--- src/hdl/sfb_pkg.sv ---
// Shared widths, types, register codes and reset values of the seam feather blender.
// Depends on nothing; every other file of the block imports it.
package sfb_pkg;

	localparam int PIX_W      = 8;
	localparam int COL_W      = 13;
	localparam int WIDTH_W    = 13;
	localparam int SEAM_W     = 12;
	localparam int SPAN_W     = 13;
	localparam int NUM_W      = 21;
	localparam int NLANES     = 3;
	localparam int DIV_STEPS  = PIX_W;
	localparam int PIPE_DEPTH = DIV_STEPS + 2;
	localparam int CFG_IDX_W  = 1;
	localparam int CFG_DATA_W = 13;

	localparam int unsigned MAX_COLUMNS = 8192;

	typedef logic [PIX_W-1:0]      pix_t;
	typedef logic [COL_W-1:0]      col_t;
	typedef logic [WIDTH_W-1:0]    width_t;
	typedef logic [SEAM_W-1:0]     seam_t;
	typedef logic [SPAN_W-1:0]     span_t;
	typedef logic [NUM_W-1:0]      num_t;
	typedef logic [CFG_IDX_W-1:0]  cfg_idx_t;
	typedef logic [CFG_DATA_W-1:0] cfg_data_t;

	typedef enum logic [CFG_IDX_W-1:0] {
		REG_IMAGE_WIDTH = 1'd0,
		REG_SEAM_START  = 1'd1
	} cfg_reg_t;

	localparam width_t IMAGE_WIDTH_RST = 13'd640;
	localparam seam_t  SEAM_START_RST  = 12'd0;

	typedef struct packed {
		pix_t l;
		pix_t w;
	} lane_in_t;

	typedef struct packed {
		logic [PIPE_DEPTH-1:0]          en;
		span_t [PIPE_DEPTH-2:0]         span;
		span_t                          k;
	} pipe_ctrl_t;

endpackage

--- src/hdl/sfb_if.sv ---
// Valid/ready channel interfaces of the seam feather blender: pixel in, pixel out, config.
// Depends on sfb_pkg for the payload types.
interface sfb_pix_if import sfb_pkg::*; ();
	logic valid;
	logic ready;
	col_t column;
	pix_t left_ch0;
	pix_t left_ch1;
	pix_t left_ch2;
	pix_t warped_ch0;
	pix_t warped_ch1;
	pix_t warped_ch2;

	modport source (output valid, column, left_ch0, left_ch1, left_ch2,
		warped_ch0, warped_ch1, warped_ch2, input ready);
	modport sink (input valid, column, left_ch0, left_ch1, left_ch2,
		warped_ch0, warped_ch1, warped_ch2, output ready);
endinterface

interface sfb_out_if import sfb_pkg::*; ();
	logic valid;
	logic ready;
	pix_t out_ch0;
	pix_t out_ch1;
	pix_t out_ch2;

	modport source (output valid, out_ch0, out_ch1, out_ch2, input ready);
	modport sink (input valid, out_ch0, out_ch1, out_ch2, output ready);
endinterface

interface sfb_cfg_if import sfb_pkg::*; ();
	logic      valid;
	logic      ready;
	cfg_idx_t  index;
	cfg_data_t data;

	modport source (output valid, index, data, input ready);
	modport sink (input valid, index, data, output ready);
endinterface

--- src/hdl/seam_feather_blender.sv ---
//  channel  | role | handshake     | payload
//  pixel    | in   | valid, ready  | column, left_ch0..2, warped_ch0..2
//  blended  | out  | valid, ready  | out_ch0..2
//  cfg      | in   | valid, ready  | index, data (0 image_width, 1 seam_start)
//
// One word is taken every clock while the output is not stalled; each word passes one
// decode stage, one multiply-add stage and eight divide stages, one quotient bit each,
// before its result word is offered. A stalled output holds its word while bubbles further
// back still fill. Reset clears the occupancy and restores the register values; config
// writes are always taken. Depends on sfb_pkg, the sfb interfaces, sfb_decode,
// sfb_pipe_ctrl and sfb_lane.
module seam_feather_blender import sfb_pkg::*; (
	input logic            clk,
	input logic            arst_n,
	sfb_pix_if.sink        pixel,
	sfb_out_if.source      blended,
	sfb_cfg_if.sink        cfg
);

	width_t                width_q;
	seam_t                 seam_q;
	lane_in_t [NLANES-1:0] lanes;
	span_t                 k;
	span_t                 span;
	pipe_ctrl_t            ctrl;
	pix_t [NLANES-1:0]     res;

	assign cfg.ready = 1'b1;

	always_ff @(posedge clk or negedge arst_n) begin
		if (!arst_n) begin
			width_q <= IMAGE_WIDTH_RST;
			seam_q  <= SEAM_START_RST;
		end else if (cfg.valid) begin
			unique case (cfg_reg_t'(cfg.index))
				REG_IMAGE_WIDTH: width_q <= width_t'(cfg.data);
				REG_SEAM_START:  seam_q  <= cfg.data[SEAM_W-1:0];
				default: ;
			endcase
		end
	end

	sfb_decode u_decode (
		.column      (pixel.column),
		.left        ({pixel.left_ch2, pixel.left_ch1, pixel.left_ch0}),
		.warped      ({pixel.warped_ch2, pixel.warped_ch1, pixel.warped_ch0}),
		.image_width (width_q),
		.seam_start  (seam_q),
		.lanes       (lanes),
		.k           (k),
		.span        (span)
	);

	sfb_pipe_ctrl u_pipe_ctrl (
		.clk       (clk),
		.arst_n    (arst_n),
		.in_valid  (pixel.valid),
		.out_ready (blended.ready),
		.span      (span),
		.k         (k),
		.in_ready  (pixel.ready),
		.out_valid (blended.valid),
		.ctrl      (ctrl)
	);

	for (genvar i = 0; i < NLANES; i++) begin : g_lane
		sfb_lane u_lane (
			.clk     (clk),
			.lane_in (lanes[i]),
			.ctrl    (ctrl),
			.result  (res[i])
		);
	end

	assign blended.out_ch0 = res[0];
	assign blended.out_ch1 = res[1];
	assign blended.out_ch2 = res[2];

endmodule

--- src/hdl/sfb_decode.sv ---
// Classifies a pixel word against the seam and width registers and forms blend weights.
// Pass-through cases become a blend with unit span and zero weight. Depends on sfb_pkg.
module sfb_decode import sfb_pkg::*; (
	input  col_t                    column,
	input  pix_t [NLANES-1:0]       left,
	input  pix_t [NLANES-1:0]       warped,
	input  width_t                  image_width,
	input  seam_t                   seam_start,
	output lane_in_t [NLANES-1:0]   lanes,
	output span_t                   k,
	output span_t                   span
);

	logic beyond;
	logic below;
	logic black;
	logic blend;

	always_comb begin
		beyond = (column >= image_width) || (32'(column) >= MAX_COLUMNS);
		below  = column < col_t'(seam_start);
		black  = (warped == '0);
		blend  = !beyond && !below && !black;
		k      = blend ? span_t'(column - col_t'(seam_start)) : '0;
		span   = blend ? span_t'(image_width - width_t'(seam_start)) : span_t'(1);
		for (int i = 0; i < NLANES; i++) begin
			lanes[i].l = beyond ? warped[i] : left[i];
			lanes[i].w = warped[i];
		end
	end

endmodule

--- src/hdl/sfb_pipe_ctrl.sv ---
// Occupancy, stall chain and shared span/weight registers of the blend pipeline.
// Each stage moves when it is empty or the stage after it moves. Depends on sfb_pkg.
module sfb_pipe_ctrl import sfb_pkg::*; (
	input  logic       clk,
	input  logic       arst_n,
	input  logic       in_valid,
	input  logic       out_ready,
	input  span_t      span,
	input  span_t      k,
	output logic       in_ready,
	output logic       out_valid,
	output pipe_ctrl_t ctrl
);

	logic [PIPE_DEPTH-1:0]  valid_q;
	logic [PIPE_DEPTH-1:0]  en;
	span_t [PIPE_DEPTH-2:0] span_q;
	span_t                  k_s1;

	always_comb begin
		en[PIPE_DEPTH-1] = !valid_q[PIPE_DEPTH-1] || out_ready;
		for (int j = PIPE_DEPTH - 2; j >= 0; j--) begin
			en[j] = !valid_q[j] || en[j+1];
		end
	end

	always_ff @(posedge clk or negedge arst_n) begin
		if (!arst_n) begin
			valid_q <= '0;
		end else begin
			if (en[0]) begin
				valid_q[0] <= in_valid;
			end
			for (int j = 1; j < PIPE_DEPTH; j++) begin
				if (en[j]) begin
					valid_q[j] <= valid_q[j-1];
				end
			end
		end
	end

	always_ff @(posedge clk) begin
		if (en[0]) begin
			span_q[0] <= span;
			k_s1      <= k;
		end
		for (int j = 1; j < PIPE_DEPTH - 1; j++) begin
			if (en[j]) begin
				span_q[j] <= span_q[j-1];
			end
		end
	end

	assign in_ready  = en[0];
	assign out_valid = valid_q[PIPE_DEPTH-1];
	assign ctrl.en   = en;
	assign ctrl.span = span_q;
	assign ctrl.k    = k_s1;

endmodule

--- src/hdl/sfb_lane.sv ---
// One colour channel: weighted sum, then a restoring divide by the span, one quotient
// bit per stage. Stage timing comes from sfb_pipe_ctrl. Depends on sfb_pkg.
module sfb_lane import sfb_pkg::*; (
	input  logic       clk,
	input  lane_in_t   lane_in,
	input  pipe_ctrl_t ctrl,
	output pix_t       result
);

	pix_t l_s1;
	pix_t w_s1;
	num_t sum;
	num_t rem_q [1:PIPE_DEPTH-2];
	num_t rem_d [2:PIPE_DEPTH-2];
	pix_t quo_q [2:PIPE_DEPTH-1];
	pix_t quo_d [2:PIPE_DEPTH-1];

	assign sum = num_t'(l_s1) * num_t'(ctrl.span[0] - ctrl.k) + num_t'(w_s1) * num_t'(ctrl.k);

	for (genvar j = 2; j < PIPE_DEPTH; j++) begin : g_step
		localparam int BIT = PIPE_DEPTH - 1 - j;
		num_t divisor;
		logic fits;
		pix_t quo_prev;

		assign divisor = num_t'(ctrl.span[j-1]) << BIT;
		assign fits    = rem_q[j-1] >= divisor;
		if (j == 2) begin : g_first
			assign quo_prev = '0;
		end else begin : g_next
			assign quo_prev = quo_q[j-1];
		end
		assign quo_d[j] = {quo_prev[PIX_W-2:0], fits};
		if (j < PIPE_DEPTH - 1) begin : g_rem
			assign rem_d[j] = fits ? rem_q[j-1] - divisor : rem_q[j-1];
		end
	end

	always_ff @(posedge clk) begin
		if (ctrl.en[0]) begin
			l_s1 <= lane_in.l;
			w_s1 <= lane_in.w;
		end
		if (ctrl.en[1]) begin
			rem_q[1] <= sum;
		end
		for (int j = 2; j < PIPE_DEPTH; j++) begin
			if (ctrl.en[j]) begin
				quo_q[j] <= quo_d[j];
			end
		end
		for (int j = 2; j < PIPE_DEPTH - 1; j++) begin
			if (ctrl.en[j]) begin
				rem_q[j] <= rem_d[j];
			end
		end
	end

	assign result = quo_q[PIPE_DEPTH-1];

endmodule

--- src/flat_wrapper.sv ---
// flat-port wrapper written by rule: the top's interface ports become plain ports
module seam_feather_blender_flat import sfb_pkg::*;
  (clk, arst_n, pixel_valid, pixel_column, pixel_left_ch0, pixel_left_ch1, pixel_left_ch2, pixel_warped_ch0, pixel_warped_ch1, pixel_warped_ch2, pixel_ready, blended_valid, blended_out_ch0, blended_out_ch1, blended_out_ch2, blended_ready, cfg_valid, cfg_index, cfg_data, cfg_ready);
  sfb_pix_if pixel_i ();
  sfb_out_if blended_i ();
  sfb_cfg_if cfg_i ();
  input logic clk;
  input logic arst_n;
  input wire logic [$bits(pixel_i.valid)-1:0] pixel_valid;
  input wire logic [$bits(pixel_i.column)-1:0] pixel_column;
  input wire logic [$bits(pixel_i.left_ch0)-1:0] pixel_left_ch0;
  input wire logic [$bits(pixel_i.left_ch1)-1:0] pixel_left_ch1;
  input wire logic [$bits(pixel_i.left_ch2)-1:0] pixel_left_ch2;
  input wire logic [$bits(pixel_i.warped_ch0)-1:0] pixel_warped_ch0;
  input wire logic [$bits(pixel_i.warped_ch1)-1:0] pixel_warped_ch1;
  input wire logic [$bits(pixel_i.warped_ch2)-1:0] pixel_warped_ch2;
  output wire logic [$bits(pixel_i.ready)-1:0] pixel_ready;
  output wire logic [$bits(blended_i.valid)-1:0] blended_valid;
  output wire logic [$bits(blended_i.out_ch0)-1:0] blended_out_ch0;
  output wire logic [$bits(blended_i.out_ch1)-1:0] blended_out_ch1;
  output wire logic [$bits(blended_i.out_ch2)-1:0] blended_out_ch2;
  input wire logic [$bits(blended_i.ready)-1:0] blended_ready;
  input wire logic [$bits(cfg_i.valid)-1:0] cfg_valid;
  input wire logic [$bits(cfg_i.index)-1:0] cfg_index;
  input wire logic [$bits(cfg_i.data)-1:0] cfg_data;
  output wire logic [$bits(cfg_i.ready)-1:0] cfg_ready;
  assign pixel_i.valid = pixel_valid;
  assign pixel_i.column = pixel_column;
  assign pixel_i.left_ch0 = pixel_left_ch0;
  assign pixel_i.left_ch1 = pixel_left_ch1;
  assign pixel_i.left_ch2 = pixel_left_ch2;
  assign pixel_i.warped_ch0 = pixel_warped_ch0;
  assign pixel_i.warped_ch1 = pixel_warped_ch1;
  assign pixel_i.warped_ch2 = pixel_warped_ch2;
  assign pixel_ready = pixel_i.ready;
  assign blended_valid = blended_i.valid;
  assign blended_out_ch0 = blended_i.out_ch0;
  assign blended_out_ch1 = blended_i.out_ch1;
  assign blended_out_ch2 = blended_i.out_ch2;
  assign blended_i.ready = blended_ready;
  assign cfg_i.valid = cfg_valid;
  assign cfg_i.index = cfg_index;
  assign cfg_i.data = cfg_data;
  assign cfg_ready = cfg_i.ready;
  seam_feather_blender u_core (.clk(clk), .arst_n(arst_n), .pixel(pixel_i), .blended(blended_i), .cfg(cfg_i));
endmodule
--- config.mk ---
export PLATFORM = sky130hd
export DESIGN_NAME = seam_feather_blender_flat
export DESIGN_NICKNAME = d
export VERILOG_FILES = /design/src/hdl/sfb_pkg.sv /design/src/hdl/sfb_if.sv /design/src/hdl/seam_feather_blender.sv /design/src/hdl/sfb_decode.sv /design/src/hdl/sfb_pipe_ctrl.sv /design/src/hdl/sfb_lane.sv /design/src/flat_wrapper.sv
export SDC_FILE = /design/constraint.sdc
export NUM_CORES = 2
export LEC_CHECK = 0
export BUFFER_PORTS_ARGS = -buffer_cell sky130_fd_sc_hd__clkbuf_2
export CORE_MARGIN = 10
export CORE_UTILIZATION = 45
export DETAILED_ROUTE_END_ITERATION = 10
export PLACE_DENSITY = 0.58
export SLEW_MARGIN = 30
export SYNTH_ARGS = -nofsm -noshare
export SYNTH_HDL_FRONTEND = slang
export SYNTH_SLANG_ARGS = --single-unit
--- constraint.sdc ---
create_clock -name clk -period 14.9 [get_ports clk]
set_input_delay 4.47 -clock clk [delete_from_list [all_inputs] [get_ports clk]]
set_output_delay 4.47 -clock clk [all_outputs]
set_load 0.05 [all_outputs]
==> impl_metrics.toml <==
[routing]
vias = 43420
drt-initial-drc-count = 2093
vias_per_cell = 5.229
routed_wirelength_um = 162200
drt_first_pass_iters = 7
route.detailed.drc = 0
wl_per_cell_um = 19.54
postRouteAntennaNets = 0

[synth]
ys_warn_count = 0
synth_top_flop_cell = "edfxtp_1"
syn_area_sq_mm = 0.06638
synth_area_leaders = "edfxtp_1 36%, fa_1 18%, ha_1 10%"
synth_nets = 7401
seq_area_frac_synth_pct = 37.06
synth_common_cells = "914 x inv_1, 790 x edfxtp_1, 582 x fa_1"
post-synth-top-count-cell = "inv_1"
synth-seq-cells = 825
synth_cell_type_count = 85
synth_cells = 6203
synth_top_cell_by_area = "edfxtp_1"
yosysTopAreaCellShare_pct = 35.74
synth.avg_cell_area_sq_um = 10.70
synthArstFlopShare_pct = 4.242
synth_edf_count = 790

[placed_design]
hpwlAfterDp_um = 130500
gp_congestion = 0.9039
io_buffers = 105
place_area_sq_mm = 0.06926

[sta]
fmax_mhz = 85.84
tns_ns = 0
finalHoldViolCount = 0
setup_violations = 0
drv_slew = 0
period_minus_slack_ns = 11.65
fin_skew_ns = 0.02751
grt_setup_unrepaired = "no"
max_slew.worst_pin.slew_ns = 0.9502
period_share_pct = 78.19
relSlewSlack_pct = 36.65

[clocking]
cts_resized = 0
post-cts-setup-buffers = 0
worstSkewPairLatency_ns = 0.71
cts_buffer_depth = 3
post_cts_hold_buffer_count = 0
numCtsBuffers = 98
clk_pin_slew_ns = 0.06
cts_tree = "done"
cts_max_level = 3
root_buffer = "clkbuf_16"
clock-sinks = 825

[layout]
drive_gt1_share_pct = 7.392
final_area_sq_mm = 0.07261
nets = 7504
syn_to_final_growth_pct = 9.392
fin_util_pct = 49.71

[floorplan]
start_util_pct = 45.44
ios = 107
core_area_sq_mm = 0.1461
fp.dieW_um = 404.1
rows = 140
dieArea_sq_mm = 0.1633
fp.dieH_um = 404.1

[setup_path]
path_buf_inv = 3
startpoint_type = "input pin"
path_delay_family = "simple AND/OR/NAND/NOR gates"
r2r-end = "u_core.g_lane[2].u_lane.rem_q[0][41]"
timing.rr.start = "u_core.u_pipe_ctrl.k_s1[0]"
crit_type = "in2out"
cpPeakStageDelay_ns = 0.53
crit_fanout = 27
r2r_cells = 31
required_ns = 10.43
cp_slowest_cell = "nand3_4"
r2r_slack_ns = 5.74
cpMostUsedCell = "clkbuf_2"
cp_cell_sequence = "clkbuf_2, nor2b_1, and2_1, and3_1, nand4_1, buf_4, nor2_1, nand3_4, clkbuf_2"
crit_arrival_ns = 7.18
cp-end-kind = "output pin"

[worst_hold_path]
worstHoldStart = "u_core.g_lane[1].u_lane.quo_q[0][48]"
min_to = "u_core.g_lane[1].u_lane.quo_q[0][57]"
hold_path_depth = 0
hold_class = "reg2reg"

[global_routing]
gr-usage-all-layers_pct = 20.00
grt_overflow = 0
antenna_found_initial = 0
grt_max_degree = 72
grt_pass1_vias = 45300
grt_pass1_wl_um = 255500

[run_status]
status = "finished, final reports clean"

[flow_run]
drv_cap = 0
## final cells by class
type / count / area [sq um]
multi-input cells: 4307 / 37900
flip-flops and latches: 825 / 24600
repair buffers: 160 / 938.4
diodes: 1 / 2.502
inverters: 914 / 3435
clock buffers: 124 / 2610
clock inverters: 55 / 729.5
well taps: 1917 / 2399
fillers: 13250 / 73480
## layer usage
layer | vias up | track usage [%] | routed length, um
li1 | 21170 | - | -
met1 | 21060 | 22.56 | 63500
met2 | 890 | 36.87 | 83010
met3 | 299 | 2.380 | 5458
met4 | 0 | 10.37 | 10240
met5 | - | 0 | 0
## per-stage QoR
stage          setup slack, ns  instances  hold slack [ns]
2_1_floorplan          0.09918       6203           0.4003
3_3_place_gp             3.193       8122           0.4012
3_5_place_dp             3.192       8123           0.4045
4_1_cts                  3.178       8302           0.4048
5_1_grt                  3.060       8302           0.4015
6_report                 3.250       8303           0.4059
## layout by cell type (no fill, tap or decap), types with 37 or more instances in the layout
cell type,instances
buf_4,54
nor2b_1,108
xor2_1,131
nor3_1,80
fa_1,582
nor4_1,49
o21a_1,47
edfxtp_1,790
clkbuf_2,104
nand4_1,37
nand3_1,55
nand2_1,543
clkbuf_16,98
nor2_1,283
ha_1,536
inv_1,911
or3_1,44
mux2_2,100
and2_1,336
xnor2_1,215
a21o_1,127
a21oi_1,271
nand2b_1,93
o21ai_0,263
## kinds of logic after synthesis
kind of cell	synth area share (%)
AO/OA/AOI/OAI	9.176
XOR/XNOR	4.718
adder cells (fa/ha/maj)	27.66
buffers and inverters	6.100
flip-flops	37.06
multiplexers	1.998
other	0.005649
AND/OR/NAND/NOR	13.29
## registers in the layout, indices dropped and copies added, names as in the netlist
signal and count:
u_core.g_lane.u_lane.l_s1 24, u_core.g_lane.u_lane.quo_q 108, u_core.g_lane.u_lane.rem_q 504, u_core.g_lane.u_lane.w_s1 24, u_core.seam_q 12, u_core.u_pipe_ctrl.ctrl 117, u_core.u_pipe_ctrl.k_s1 13, u_core.u_pipe_ctrl.valid_q 10
u_core.width_q 13
## how the worst max path moves through the flow
stage	startpoint	endpoint	slack (ns)	cells after the start
detailed placement	blended_ready	pixel_ready	3.19	9
global route	blended_ready	pixel_ready	3.06	9
floorplan	blended_ready	pixel_ready	0.1	6
finish	blended_ready	pixel_ready	3.25	9
CTS	blended_ready	pixel_ready	3.18	9
global placement	blended_ready	pixel_ready	3.19	9
Power is not shown: default switching activity piles up to over one toggle a cycle in this logic, so the estimate is an artifact.
